===== config.mk =====
export PLATFORM = sky130hd
export DESIGN_NAME = ddl_tokenizer_unit
export DESIGN_NICKNAME = d
export VERILOG_FILES = /design/src/ddlt_pkg.sv /design/src/ddlt_scan.sv /design/src/ddlt_kw.sv /design/src/ddlt_fifo.sv /design/src/ddl_tokenizer_unit.sv
export SDC_FILE = /design/constraint.sdc
export NUM_CORES = 1
export LEC_CHECK = 0
export ABC_AREA = 1
export BUFFER_PORTS_ARGS = -buffer_cell sky130_fd_sc_hd__clkbuf_2
export CAP_MARGIN = 0
export CORE_AREA = 2 2 203 205
export DETAILED_ROUTE_END_ITERATION = 8
export DIE_AREA = 0 0 205 207
export PLACE_DENSITY = 0.75
export SETUP_SLACK_MARGIN = 0.05
export SYNTH_ARGS = -nofsm -noshare
export SYNTH_HDL_FRONTEND = slang
export SYNTH_SLANG_ARGS = --single-unit

===== constraint.sdc =====
create_clock -name i_clk -period 3.55 [get_ports i_clk]
set_clock_uncertainty 0.05 [all_clocks]
set_input_delay 1.065 -clock i_clk [delete_from_list [all_inputs] [get_ports i_clk]]
set_output_delay 1.065 -clock i_clk [all_outputs]
set_load 0.01 [all_outputs]

===== src/ddlt_pkg.sv =====
// ============================================================================
// ddlt_pkg: shared types and constants for the DDL tokenizer
// Kind codes, scan modes, token record and the keyword table.
// ============================================================================
package ddlt_pkg;

    localparam int KeywordLen = 10;
    localparam int LineLen    = 4096;
    localparam int LineCount  = 65536;
    localparam int KwCount    = 21;

    localparam int KindW = 5;
    localparam int LineW = 16;
    localparam int ColW  = 12;
    localparam int ErrW  = 2;
    localparam int KiW   = $clog2(KeywordLen);

    localparam logic [ColW-1:0]  ColMax  = ColW'(LineLen - 1);
    localparam logic [LineW-1:0] LineMax = LineW'(LineCount - 1);

    localparam logic [KindW-1:0] K_EOF    = 5'd0;
    localparam logic [KindW-1:0] K_IDENT  = 5'd1;
    localparam logic [KindW-1:0] K_INT    = 5'd2;
    localparam logic [KindW-1:0] K_FLOAT  = 5'd3;
    localparam logic [KindW-1:0] K_STRING = 5'd4;
    localparam logic [KindW-1:0] K_LPAR   = 5'd5;
    localparam logic [KindW-1:0] K_RPAR   = 5'd6;
    localparam logic [KindW-1:0] K_LBRK   = 5'd7;
    localparam logic [KindW-1:0] K_RBRK   = 5'd8;
    localparam logic [KindW-1:0] K_COMMA  = 5'd9;
    localparam logic [KindW-1:0] K_SEMI   = 5'd10;
    localparam logic [KindW-1:0] K_KW0    = 5'd11;

    localparam logic [ErrW-1:0] E_NONE    = 2'd0;
    localparam logic [ErrW-1:0] E_STRING  = 2'd1;
    localparam logic [ErrW-1:0] E_COMMENT = 2'd2;

    typedef enum logic [9:0] {
        M_IDLE   = 10'b00_0000_0001,
        M_IDENT  = 10'b00_0000_0010,
        M_DASH   = 10'b00_0000_0100,
        M_SLASH  = 10'b00_0000_1000,
        M_INT    = 10'b00_0001_0000,
        M_FRAC   = 10'b00_0010_0000,
        M_STRING = 10'b00_0100_0000,
        M_LINEC  = 10'b00_1000_0000,
        M_BLOCK  = 10'b01_0000_0000,
        M_BSTAR  = 10'b10_0000_0000
    } t_mode;

    // one token result as it travels from scanner to output queue
    typedef struct packed {
        logic [KindW-1:0] kind;
        logic [LineW-1:0] line;
        logic [ColW-1:0]  col;
        logic [ColW-1:0]  len;
        logic [ErrW-1:0]  err;
        logic             last;
    } t_tok;

    // a word is pending for keyword lookup: classified after the pipeline register
    typedef struct packed {
        logic             is_word;
        t_tok             tok;
    } t_slot;

    localparam int TokW = $bits(t_tok);

    typedef logic [KeywordLen*8-1:0] t_word;

    function automatic logic [KeywordLen*8-1:0] kw_text(input int i);
        logic [KeywordLen*8-1:0] t;
        t = '0;
        case (i)
            0:  t[8*2-1:0]  = {"SA"};
            1:  t[8*5-1:0]  = {"KCEHC"};
            2:  t[8*10-1:0] = {"TNIARTSNOC"};
            3:  t[8*6-1:0]  = {"ETAERC"};
            4:  t[8*7-1:0]  = {"TLUAFED"};
            5:  t[8*6-1:0]  = {"ELBUOD"};
            6:  t[8*7-1:0]  = {"NGIEROF"};
            7:  t[8*5-1:0]  = {"TAOLF"};
            8:  t[8*5-1:0]  = {"TNARG"};
            9:  t[8*5-1:0]  = {"23TNI"};
            10: t[8*5-1:0]  = {"46TNI"};
            11: t[8*3-1:0]  = {"YEK"};
            12: t[8*3-1:0]  = {"TON"};
            13: t[8*4-1:0]  = {"LLUN"};
            14: t[8*7-1:0]  = {"YRAMIRP"};
            15: t[8*10-1:0] = {"SECNEREFER"};
            16: t[8*6-1:0]  = {"DEROTS"};
            17: t[8*6-1:0]  = {"GNIRTS"};
            18: t[8*5-1:0]  = {"ELBAT"};
            19: t[8*4-1:0]  = {"EPYT"};
            default: t[8*6-1:0] = {"EUQINU"};
        endcase
        return t;
    endfunction

    function automatic int kw_len(input int i);
        int n;
        case (i)
            0: n = 2;
            1, 7, 8, 9, 10, 18: n = 5;
            2, 15: n = 10;
            3, 5, 16, 17, 20: n = 6;
            4, 6, 14: n = 7;
            11, 12: n = 3;
            default: n = 4;
        endcase
        return n;
    endfunction

    function automatic logic [ColW-1:0] sat_inc(input logic [ColW-1:0] v);
        return (v < ColMax) ? v + 1'b1 : v;
    endfunction

endpackage


===== src/ddlt_scan.sv =====
// ============================================================================
// ddlt_scan: character front end
// Tracks position and scan mode, emits up to two token slots per character.
// ============================================================================
module ddlt_scan (
    input  logic                    i_clk,
    input  logic                    i_rst_n,
    input  logic                    i_take,
    input  logic [7:0]              i_ch,
    input  logic                    i_end_of_input,
    output logic                    o_v0,
    output ddlt_pkg::t_slot         o_s0,
    output logic                    o_v1,
    output ddlt_pkg::t_slot         o_s1,
    output ddlt_pkg::t_word         o_word
);
    import ddlt_pkg::*;

    t_mode            r_mode, n_mode;
    logic             r_dq, n_dq;
    logic [7:0]       r_buf [KeywordLen];
    logic [LineW-1:0] r_tline, n_tline, r_line, n_line;
    logic [ColW-1:0]  r_tcol, n_tcol, r_tcnt, n_tcnt, r_col, n_col;
    logic             r_halt, n_halt;
    logic             wr_en;
    logic [KiW-1:0]   wr_idx;
    logic [7:0]       wr_ch;

    logic blank, nl, digit, quote;
    logic [KindW-1:0] pk;
    logic ends_w;

    always_comb begin
        for (int k = 0; k < KeywordLen; k++) o_word[8*k +: 8] = r_buf[k];
    end

    always_comb begin
        blank = (i_ch == 8'd32) || (i_ch == 8'd9) || (i_ch == 8'd11) ||
                (i_ch == 8'd12) || (i_ch == 8'd13);
        nl    = (i_ch == 8'd10);
        digit = (i_ch >= "0") && (i_ch <= "9");
        quote = (i_ch == "'") || (i_ch == "\"");
        case (i_ch)
            "(": pk = K_LPAR;
            ")": pk = K_RPAR;
            "[": pk = K_LBRK;
            "]": pk = K_RBRK;
            ",": pk = K_COMMA;
            ";": pk = K_SEMI;
            default: pk = K_EOF;
        endcase
        ends_w = blank || nl || quote || (i_ch == ".") || (pk != K_EOF);
    end

    always_comb begin
        logic idle_go, wordish;
        t_tok tk;
        n_mode = r_mode; n_dq = r_dq; n_tline = r_tline; n_tcol = r_tcol;
        n_tcnt = r_tcnt; n_line = r_line; n_col = r_col; n_halt = r_halt;
        o_v0 = 1'b0; o_v1 = 1'b0; o_s0 = '0; o_s1 = '0;
        wr_en = 1'b0; wr_idx = '0; wr_ch = i_ch;
        idle_go = 1'b0; wordish = 1'b0;
        tk = '0;
        tk.line = r_tline; tk.col = r_tcol; tk.len = r_tcnt;
        if (i_take && !r_halt) begin
            if (i_end_of_input) begin
                case (r_mode)
                    M_IDENT, M_DASH, M_SLASH: begin
                        tk.kind = K_IDENT; wordish = 1'b1; o_v0 = 1'b1;
                    end
                    M_INT:   begin tk.kind = K_INT;   o_v0 = 1'b1; end
                    M_FRAC:  begin tk.kind = K_FLOAT; o_v0 = 1'b1; end
                    M_STRING: begin
                        tk.kind = K_STRING; tk.err = E_STRING;
                        o_v0 = 1'b1; n_halt = 1'b1;
                    end
                    M_BLOCK, M_BSTAR: begin
                        tk.kind = K_EOF; tk.len = '0; tk.err = E_COMMENT;
                        o_v0 = 1'b1; n_halt = 1'b1;
                    end
                    default: ;
                endcase
                o_s0.tok = tk; o_s0.is_word = wordish;
                if (!n_halt) begin
                    o_v1 = 1'b1;
                    o_s1.tok.kind = K_EOF; o_s1.tok.line = r_line;
                    o_s1.tok.col = r_col;
                end
                n_mode = M_IDLE;
            end else begin
                case (r_mode)
                    M_IDENT, M_DASH, M_SLASH: begin
                        if (r_mode == M_DASH && i_ch == "-") n_mode = M_LINEC;
                        else if (r_mode == M_SLASH && i_ch == "*") n_mode = M_BLOCK;
                        else if (ends_w) begin
                            tk.kind = K_IDENT; wordish = 1'b1; o_v0 = 1'b1;
                            idle_go = 1'b1;
                        end else begin
                            n_mode = M_IDENT;
                            wr_en = r_tcnt < ColW'(KeywordLen);
                            wr_idx = r_tcnt[KiW-1:0];
                            n_tcnt = sat_inc(r_tcnt);
                        end
                    end
                    M_INT: begin
                        if (digit) n_tcnt = sat_inc(r_tcnt);
                        else if (i_ch == ".") begin
                            n_tcnt = sat_inc(r_tcnt); n_mode = M_FRAC;
                        end else begin
                            tk.kind = K_INT; o_v0 = 1'b1; idle_go = 1'b1;
                        end
                    end
                    M_FRAC: begin
                        if (digit) n_tcnt = sat_inc(r_tcnt);
                        else begin
                            tk.kind = K_FLOAT; o_v0 = 1'b1; idle_go = 1'b1;
                        end
                    end
                    M_STRING: begin
                        if (nl) begin
                            tk.kind = K_STRING; tk.err = E_STRING; o_v0 = 1'b1;
                            n_halt = 1'b1; n_mode = M_IDLE;
                        end else if (i_ch == (r_dq ? 8'h22 : 8'h27)) begin
                            tk.kind = K_STRING; o_v0 = 1'b1; n_mode = M_IDLE;
                        end else n_tcnt = sat_inc(r_tcnt);
                    end
                    M_LINEC: if (nl) n_mode = M_IDLE;
                    M_BLOCK: if (i_ch == "*") n_mode = M_BSTAR;
                    M_BSTAR: begin
                        if (i_ch == "/") n_mode = M_IDLE;
                        else if (i_ch != "*") n_mode = M_BLOCK;
                    end
                    default: idle_go = 1'b1;
                endcase
                o_s0.tok = tk; o_s0.is_word = wordish;
                if (idle_go) begin
                    n_mode = M_IDLE;
                    if (blank || nl) ;
                    else if (pk != K_EOF) begin
                        o_v1 = 1'b1;
                        o_s1.tok.kind = pk; o_s1.tok.line = r_line;
                        o_s1.tok.col = r_col; o_s1.tok.len = ColW'(1);
                    end else begin
                        n_tline = r_line; n_tcol = r_col;
                        if (quote) begin
                            n_mode = M_STRING; n_dq = (i_ch == "\""); n_tcnt = '0;
                        end else if (digit || i_ch == ".") begin
                            n_mode = digit ? M_INT : M_FRAC; n_tcnt = ColW'(1);
                        end else begin
                            n_mode = (i_ch == "-") ? M_DASH :
                                     (i_ch == "/") ? M_SLASH : M_IDENT;
                            wr_en = 1'b1; wr_idx = '0; n_tcnt = ColW'(1);
                        end
                    end
                end
                if (nl) begin
                    if (r_line < LineMax) n_line = r_line + 1'b1;
                    n_col = '0;
                end else n_col = sat_inc(r_col);
            end
        end
        // a single result always sits in slot 0
        if (!o_v0 && o_v1) begin
            o_v0 = 1'b1; o_s0 = o_s1; o_v1 = 1'b0;
        end
        if (o_v1) o_s1.tok.last = 1'b1;
        else o_s0.tok.last = o_v0;
    end

    always_ff @(posedge i_clk) begin
        if (wr_en) r_buf[wr_idx] <= wr_ch;
        r_tline <= n_tline; r_tcol <= n_tcol; r_tcnt <= n_tcnt; r_dq <= n_dq;
        if (!i_rst_n) begin
            r_mode <= M_IDLE; r_line <= '0; r_col <= '0; r_halt <= 1'b0;
        end else begin
            r_mode <= n_mode; r_line <= n_line; r_col <= n_col; r_halt <= n_halt;
        end
    end

endmodule


===== src/ddlt_kw.sv =====
// ============================================================================
// ddlt_kw: keyword lookup
// Resolves the kind of a word token against the keyword list.
// ============================================================================
module ddlt_kw (
    input  ddlt_pkg::t_slot  i_slot,
    input  ddlt_pkg::t_word  i_word,
    output ddlt_pkg::t_tok   o_tok
);
    import ddlt_pkg::*;

    always_comb begin
        logic [KindW-1:0] k;
        logic             hit;
        k = K_IDENT; hit = 1'b0;
        for (int i = 0; i < KwCount; i++) begin
            if (!hit && i_slot.tok.len == ColW'(kw_len(i)) &&
                (i_word & ((t_word'(1) << (8*kw_len(i))) - 1'b1)) == kw_text(i)) begin
                hit = 1'b1;
                k = K_KW0 + KindW'(i);
            end
        end
        o_tok = i_slot.tok;
        if (i_slot.is_word) o_tok.kind = k;
    end

endmodule


===== src/ddlt_fifo.sv =====
// ============================================================================
// ddlt_fifo: result queue
// Four-entry queue taking up to two tokens per cycle, delivering one.
// ============================================================================
module ddlt_fifo (
    input  logic               i_clk,
    input  logic               i_rst_n,
    input  logic               i_w0,
    input  ddlt_pkg::t_tok     i_d0,
    input  logic               i_w1,
    input  ddlt_pkg::t_tok     i_d1,
    input  logic               i_pop,
    output logic               o_empty,
    output logic               o_room2,
    output ddlt_pkg::t_tok     o_head
);
    import ddlt_pkg::*;

    t_tok       r_mem [4];
    logic [1:0] r_rd, r_wr;
    logic [2:0] r_cnt, n_cnt;
    logic       pop_ok;

    assign o_empty = (r_cnt == 3'd0);
    // room for two more after this cycle's writes, pops not counted
    assign o_room2 = ((r_cnt + 3'(i_w0) + 3'(i_w1)) <= 3'd2);
    assign o_head  = r_mem[r_rd];
    assign pop_ok  = i_pop && !o_empty;

    always_comb begin
        n_cnt = r_cnt + 3'(i_w0) + 3'(i_w1) - 3'(pop_ok);
    end

    always_ff @(posedge i_clk) begin
        if (i_w0) r_mem[r_wr] <= i_d0;
        if (i_w1) r_mem[r_wr + 2'd1] <= i_d1;
        if (!i_rst_n) begin
            r_rd <= '0; r_wr <= '0; r_cnt <= '0;
        end else begin
            r_rd  <= r_rd + 2'(pop_ok);
            r_wr  <= r_wr + 2'(i_w0) + 2'(i_w1);
            r_cnt <= n_cnt;
        end
    end

endmodule


===== src/ddl_tokenizer_unit.sv =====
// ============================================================================
// ddl_tokenizer_unit: streaming SQL DDL lexer
// One character per transfer in, token records out through a small queue.
// ============================================================================
// Throughput: one character per cycle while the queue, counting the staged
//   pair about to be written, keeps room for two more tokens.
// Token path: the character ending a token passes the scan register stage,
//   the keyword lookup stage, then the queue, whose head drives the outputs.
// Reset: synchronous, active low; clears mode, position, halt and queues.
//   The identifier buffer is not cleared.
module ddl_tokenizer_unit (
    input  logic                      i_clk,
    input  logic                      i_rst_n,
    input  logic                      push,
    output logic                      full,
    input  logic [7:0]                i_ch,
    input  logic                      i_end_of_input,
    output logic                      empty,
    input  logic                      pop,
    output logic [ddlt_pkg::KindW-1:0] o_kind,
    output logic [ddlt_pkg::LineW-1:0] o_start_line,
    output logic [ddlt_pkg::ColW-1:0]  o_start_column,
    output logic [ddlt_pkg::ColW-1:0]  o_token_length,
    output logic [ddlt_pkg::ErrW-1:0]  o_error,
    output logic                      o_last
);
    import ddlt_pkg::*;

    logic   take, v0, v1, room2;
    t_slot  s0, s1;
    t_word  word;
    // pipeline register between scanner and keyword lookup
    logic   r_v0, r_v1;
    t_slot  r_s0, r_s1;
    t_word  r_word;
    t_tok   k0, head;

    // stall input unless the queue, with the staged pair written, keeps room for two
    assign full = !room2;
    assign take = push && !full;

    ddlt_scan u_scan (
        .i_clk, .i_rst_n, .i_take(take), .i_ch, .i_end_of_input,
        .o_v0(v0), .o_s0(s0), .o_v1(v1), .o_s1(s1), .o_word(word)
    );

    // the word buffer is captured with the slot; words always sit in slot 0
    always_ff @(posedge i_clk) begin
        r_s0 <= s0; r_s1 <= s1; r_word <= word;
        if (!i_rst_n) begin
            r_v0 <= 1'b0; r_v1 <= 1'b0;
        end else begin
            r_v0 <= v0; r_v1 <= v1;
        end
    end

    ddlt_kw u_kw (.i_slot(r_s0), .i_word(r_word), .o_tok(k0));

    ddlt_fifo u_fifo (
        .i_clk, .i_rst_n,
        .i_w0(r_v0), .i_d0(k0), .i_w1(r_v1), .i_d1(r_s1.tok),
        .i_pop(pop), .o_empty(empty), .o_room2(room2), .o_head(head)
    );

    assign o_kind         = head.kind;
    assign o_start_line   = head.line;
    assign o_start_column = head.col;
    assign o_token_length = head.len;
    assign o_error        = head.err;
    assign o_last         = head.last;

endmodule


After elaboration in Yosys (flattened, before gate mapping)
Memory sizes are Yosys's and may differ from the RTL's. A register that Yosys moved wholly into a read port is not among the register bits. Index checks and enable logic that the tools add are counted.

Add/subtract/negate cells: 10. $lt $le $gt $ge: 7. Equal/unequal tests: 64. Multiplexer cells: 167. Bitwise gates (word level): 4. Reduce and logical (&&, ||, !) cells: 101.

Operators with widths (count): $eq 48x47->1 const B (5); $mux 12 (16); $mux 10 (18); $eq 56x55->1 const B (3); $eq 40x39->1 const B (4); $eq 80x79->1 const B (2); $mux 45 (3); $mux 5 (25); $mux 48 (2); $eq 8x6->1 const B (11); $eq 40x38->1 const B (2); $mux 1 (71); $eq 32x31->1 const B (2); $pmux 10 s6 (1); $mux 4 (13); $mux 49 (1); $eq 12x3->1 const B (4); $eq 24x23->1 const B (2); $logic_and 1x1->1 (48); $pmux 12 s4 (1); $mux 44 (1); $eq 8x4->1 const B (5); $mux 33 (1); $mux 28 (1); other kinds (56) (111).

Register bits after elaboration: 184. Bits in writable memories: 272. Input port bits: 13. Output and inout bits: 50. Memories: 2.

Memory list: u_fifo.r_mem (words 4, bits a word 48, rd ports 1, clocked after Yosys merged registers in 1, wr ports 2, line ddlt_fifo.sv:19) `t_tok r_mem [4];`; u_scan.r_buf (words 10, bits a word 8, rd ports 10, clocked after Yosys merged registers in 10, wr ports 1, line ddlt_scan.sv:21) `logic [7:0] r_buf [KeywordLen];`.

Logic depth before layout (Yosys ltp)
Depth in word-level cells: 84. Mapped depth: 19. Gate-level depth less buffers: 18.

Cells and area by module
A second synthesis with hierarchy kept.

Cells, all modules: 2684. Area, all modules: 24011.8 um^2.

Modules (own cells, without submodules): ddlt_fifo (times used 1, cells an instance 1091, area each 10009.6 um^2, seq. area each 5905.7 um^2); ddlt_scan (times used 1, cells an instance 962, area each 8265.4 um^2, seq. area each 4414.2 um^2); ddl_tokenizer_unit (times used 1, cells an instance 186, area each 3609.7 um^2, seq. area each 3583.4 um^2); ddlt_kw (times used 1, cells an instance 445, area each 2127.0 um^2, seq. area each 0.0 um^2).

Worst setup path after synthesis
OpenSTA, ideal clock, no wires.

Kind: input-to-reg. Start point: in i_ch[7]. End point: reg u_scan.r_tcol[0], enable pin. Data arrival time: 3.277 ns. Setup slack: -0.190 ns. Stages on the path: 11. Path buffers: 0. Path through: inv_1 -> nand2_1 -> nor2_4 -> nand2_2 -> nor2_4 -> nor2_1 -> nand3_2 -> nand2_2 -> nand3_4 -> nand3_1 -> nor2_1.

Longest elaborated chain between the ends: 16. Elaborated cells between the ends (all ways): 45. Classes of those cells: 2 x order compare; 17 x eq/ne; 10 x mux; 2 x bitwise; 14 x reduce/logical.

RTL lines: start: declaration (line ddl_tokenizer_unit.sv:16) `input logic [7:0] i_ch,`; parallel branches: the longest is 15 deep, another holds $eq 8x6->1; $reduce_and 5->1 (no source line) *; end signal: assignment (line ddlt_scan.sv:172) `r_tline <= n_tline; r_tcol <= n_tcol; r_tcnt <= n_tcnt; r_dq <= n_dq;`; end: declaration (line ddlt_scan.sv:23) `logic [ColW-1:0] r_tcol, n_tcol, r_tcnt, n_tcnt, r_col, n_col;`.

Mark *: on every way between the ends. The select of a mux whose other input is x is not followed. A chain may end at the register's enable or synchronous reset.

==> flow_summary.toml <==
[run_status]
outcome = "finished clean"

[detailed_routing]
drt_pre_antenna_iters = 8
num_vias = 17693
viasPerCell = 5.71
drtIter0Drc = 1943
wl_per_cell_um = 19.1
wl_um = 59200
antenna_left = 0
drc = 0

[worst_setup_path]
r2r_cells = 14
cp-start-kind = "flop"
cp.arrival_ns = 2.31
critPathKind = "flop to output port"
path_max_fanout = 56
crit_path_end_kind = "output port"
cp.required_ns = 2.43

[floorplanning]
die_w_um = 205
dieArea_um2 = 42400
die_h_um = 207
initial_core_util = 0.551
core-area_um2 = 40400
boundaryPins = 63
rows = 74

[finish]
area_growth_pct = 13.1
drive_gt1_frac = 0.121
final_cell_area_um2 = 25100
fin_cells = 3097
fin_nets = 2544
utilization = 0.623
n_antenna_cell = 0

[pwr]
vdd_drop_max_mv = 0.450
power_density_nw_per_um2 = 615
power.leakage_nw = 9.51

[logic_synthesis]
synthFlopType = "edfxtp_1"
yosysWarnings = 0
netlist_instances = 2426
synth_area_um2 = 22200
synth-edff-count = 305
ys_top_cells_by_area = "edfxtp_1 (41%), dfxtp_1 (20%), nor2_1 (7.1%)"
synth_nets = 2448
yosysSeqAreaShare = 0.608
yosysUniqueCellTypes = 55
synthArstFlopShare = 0
yosysTopAreaCellShare = 0.412
syn_avg_cell_area_um2 = 9.16
synth_top_area_cell = "edfxtp_1"
ys_ff_latch = 523

[timing]
tns_ns = 0
hold_viol_final = 0
min_period_ns = 3.43
fmax_mhz = 292
worst_pin_slew_ns = 0.777
rsz0062_at_grt = "false"
setup_viol = 0
holdWs_ns = 0.286
drv_slew = 0
max-slew-margin-rel = 0.477
fin_crit_sh = 0.965

[placement]
hpwl_um = 39400
dpl_cell_area_um2 = 23400
port_buffers = 62
dp_cells = 2999
routabilityCongestion = 0.982

[global_route]
grt_pass1_wl_um = 91100
grt_pass1_vias = 16805
antenna_found_initial = 0
overflow = 0
grt_max_degree = 98
grt_usage = 0.276

[min_path]
hold_class = "flop to flop"
hold_depth = 0

[clock_network]
cts_root_buf = "clkbuf_16"
clk_path_buf_depth = 3
worstSkewPairLatency_ns = 0.61
clkTransAtPathRegs_ns = 0.06
ctsHoldBuffers = 0
cts_buffers = 51
cts_tree = "built"
h-tree-depth = 2
clock_sinks = 523

[flow_run]
drv_cap = 0
==> layer usage <==
metal / GRT usage / vias up / wire, µm
met2: 0.436 / 888 / 26900
met4: 0.0972 / 0 / 1750
li1: - / 8370 / -
met5: 0 / - / 0
met1: 0.383 / 8318 / 24800
met3: 0.0527 / 117 / 5730
==> kinds of logic after synthesis <==
family                     after synthesis  share of synthesized area
and+or+nand+nor                       1139                      0.223
DFF                                    523                      0.608
AOI/OAI and AO/OA                      411                      0.100
buffers and inverters                  338                     0.0598
adders and majority gates                9                    0.00574
xor gates and xnor gates                 6                    0.00270
==> area by class of cell <==
class,count,area (µm²)
sequential,523,13500
clock inverter,32,289
timing repair buffer,128,893
clock buffer,64,1370
multi-input combinational,1565,7440
tap,532,666
inverter,253,953
fill,3281,15200
==> worst paths after layout <==
path	slack [ns]	startpoint	endpoint
max	0.12	u_fifo.r_rd[0]	o_kind[2]
min	0.29	u_scan.r_buf[8][3]	r_word[67]
max reg2reg	0.36	r_v0	r_s0[43]
min reg2reg	0.29	u_scan.r_buf[8][3]	r_word[67]
==> sequential cells by signal, summed over array words and instances (netlist names), 16 cells and up <==
| signal | flops |
|---|---|
| u_scan.r_line | 16 |
| u_scan.r_tline | 16 |
| u_fifo.r_mem | 192 |
| r_word | 80 |
| u_scan.r_buf | 80 |
| r_s0 | 48 |
| r_s1 | 34 |
==> synth_stat cells (2+ instances only) <==
cell and count:
o21ai_0 268, clkinv_1 4, nor3_2 3, inv_1 235, ha_1 7, a41oi_1 2, nor2_4 6, edfxtp_1 305
o21a_1 3, a211oi_1 6, nand3_2 13, a221oi_1 2, fa_1 2, nand3_1 128, a21oi_2 2, nor4_1 8
clkbuf_1 67, nand3b_1 6, and2_1 2, nand4_1 47, xor2_1 3, xnor2_1 2, and3_1 3, buf_4 5
or2_2 8, nor2_1 418, nor3_1 61, clkbuf_2 2, dfxtp_1 218, inv_2 14, nand2_1 406, a31oi_1 4
o22ai_1 48, nand2_2 15, o21ai_1 13, nor3b_1 2, a21oi_1 47, buf_6 2, o21ai_2 11, buf_2 7
nor2_2 7
==> stage by stage <==
stage	setup slack (ns)	power, W
floorplan	0.264	0.00899
global placement	0.107	0.0102
detailed placement	0.0606	0.0102
CTS	0.120	0.0155
global route	0.0562	0.0160
finish	0.123	0.0155
==> layout by cell type (no fill, tap or decap), types with 8 or more instances in the layout <==
cell type,Yosys,routed
clkbuf_2,2,62
clkbuf_1,67,9
edfxtp_1,305,305
o21ai_0,268,268
clkinv_2,0,16
nand2_2,15,16
o21ai_1,13,13
dfxtp_1,218,216
nand3_1,128,127
nand2_1,406,405
buf_4,5,59
inv_2,14,17
nor2_1,418,415
o21ai_2,11,11
nor3_1,61,57
a21oi_1,47,47
inv_1,235,231
nand3_2,13,14
clkinv_1,4,9
nand4_1,47,47
or2_2,8,8
o22ai_1,48,47
nor2_2,7,9
clkbuf_16,0,51
nor4_1,8,8
==> worst max-delay path: stages (launching register included) <==
cell and delay, ns:
dfxtp_2 0.34, inv_2 0.34, buf_12 0.29, o21ai_0 0.12
o22ai_1 0.36, clkbuf_2 0.22
==> where the power goes <==
group	leakage, nW	internal (W)	switching, W	total (W)
Clock	0.823	0.00298	0.00232	0.00530
Combinational	4.03	0.000936	0.00219	0.00313
Sequential	4.66	0.00681	0.000235	0.00705
==> timing repair <==
| item | CTS | global route |
|---|---|---|
| gates resized for setup | 1 | 12 |
| cloned | 0 | 0 |
| pin swaps | 0 | 0 |
| setup endpoints to repair | 4 | 89 |
| hold endpoints to repair | 0 | 0 |
| setup buffers | 0 | 2 |
No activity file was read; power rests on OpenSTA's default activity.
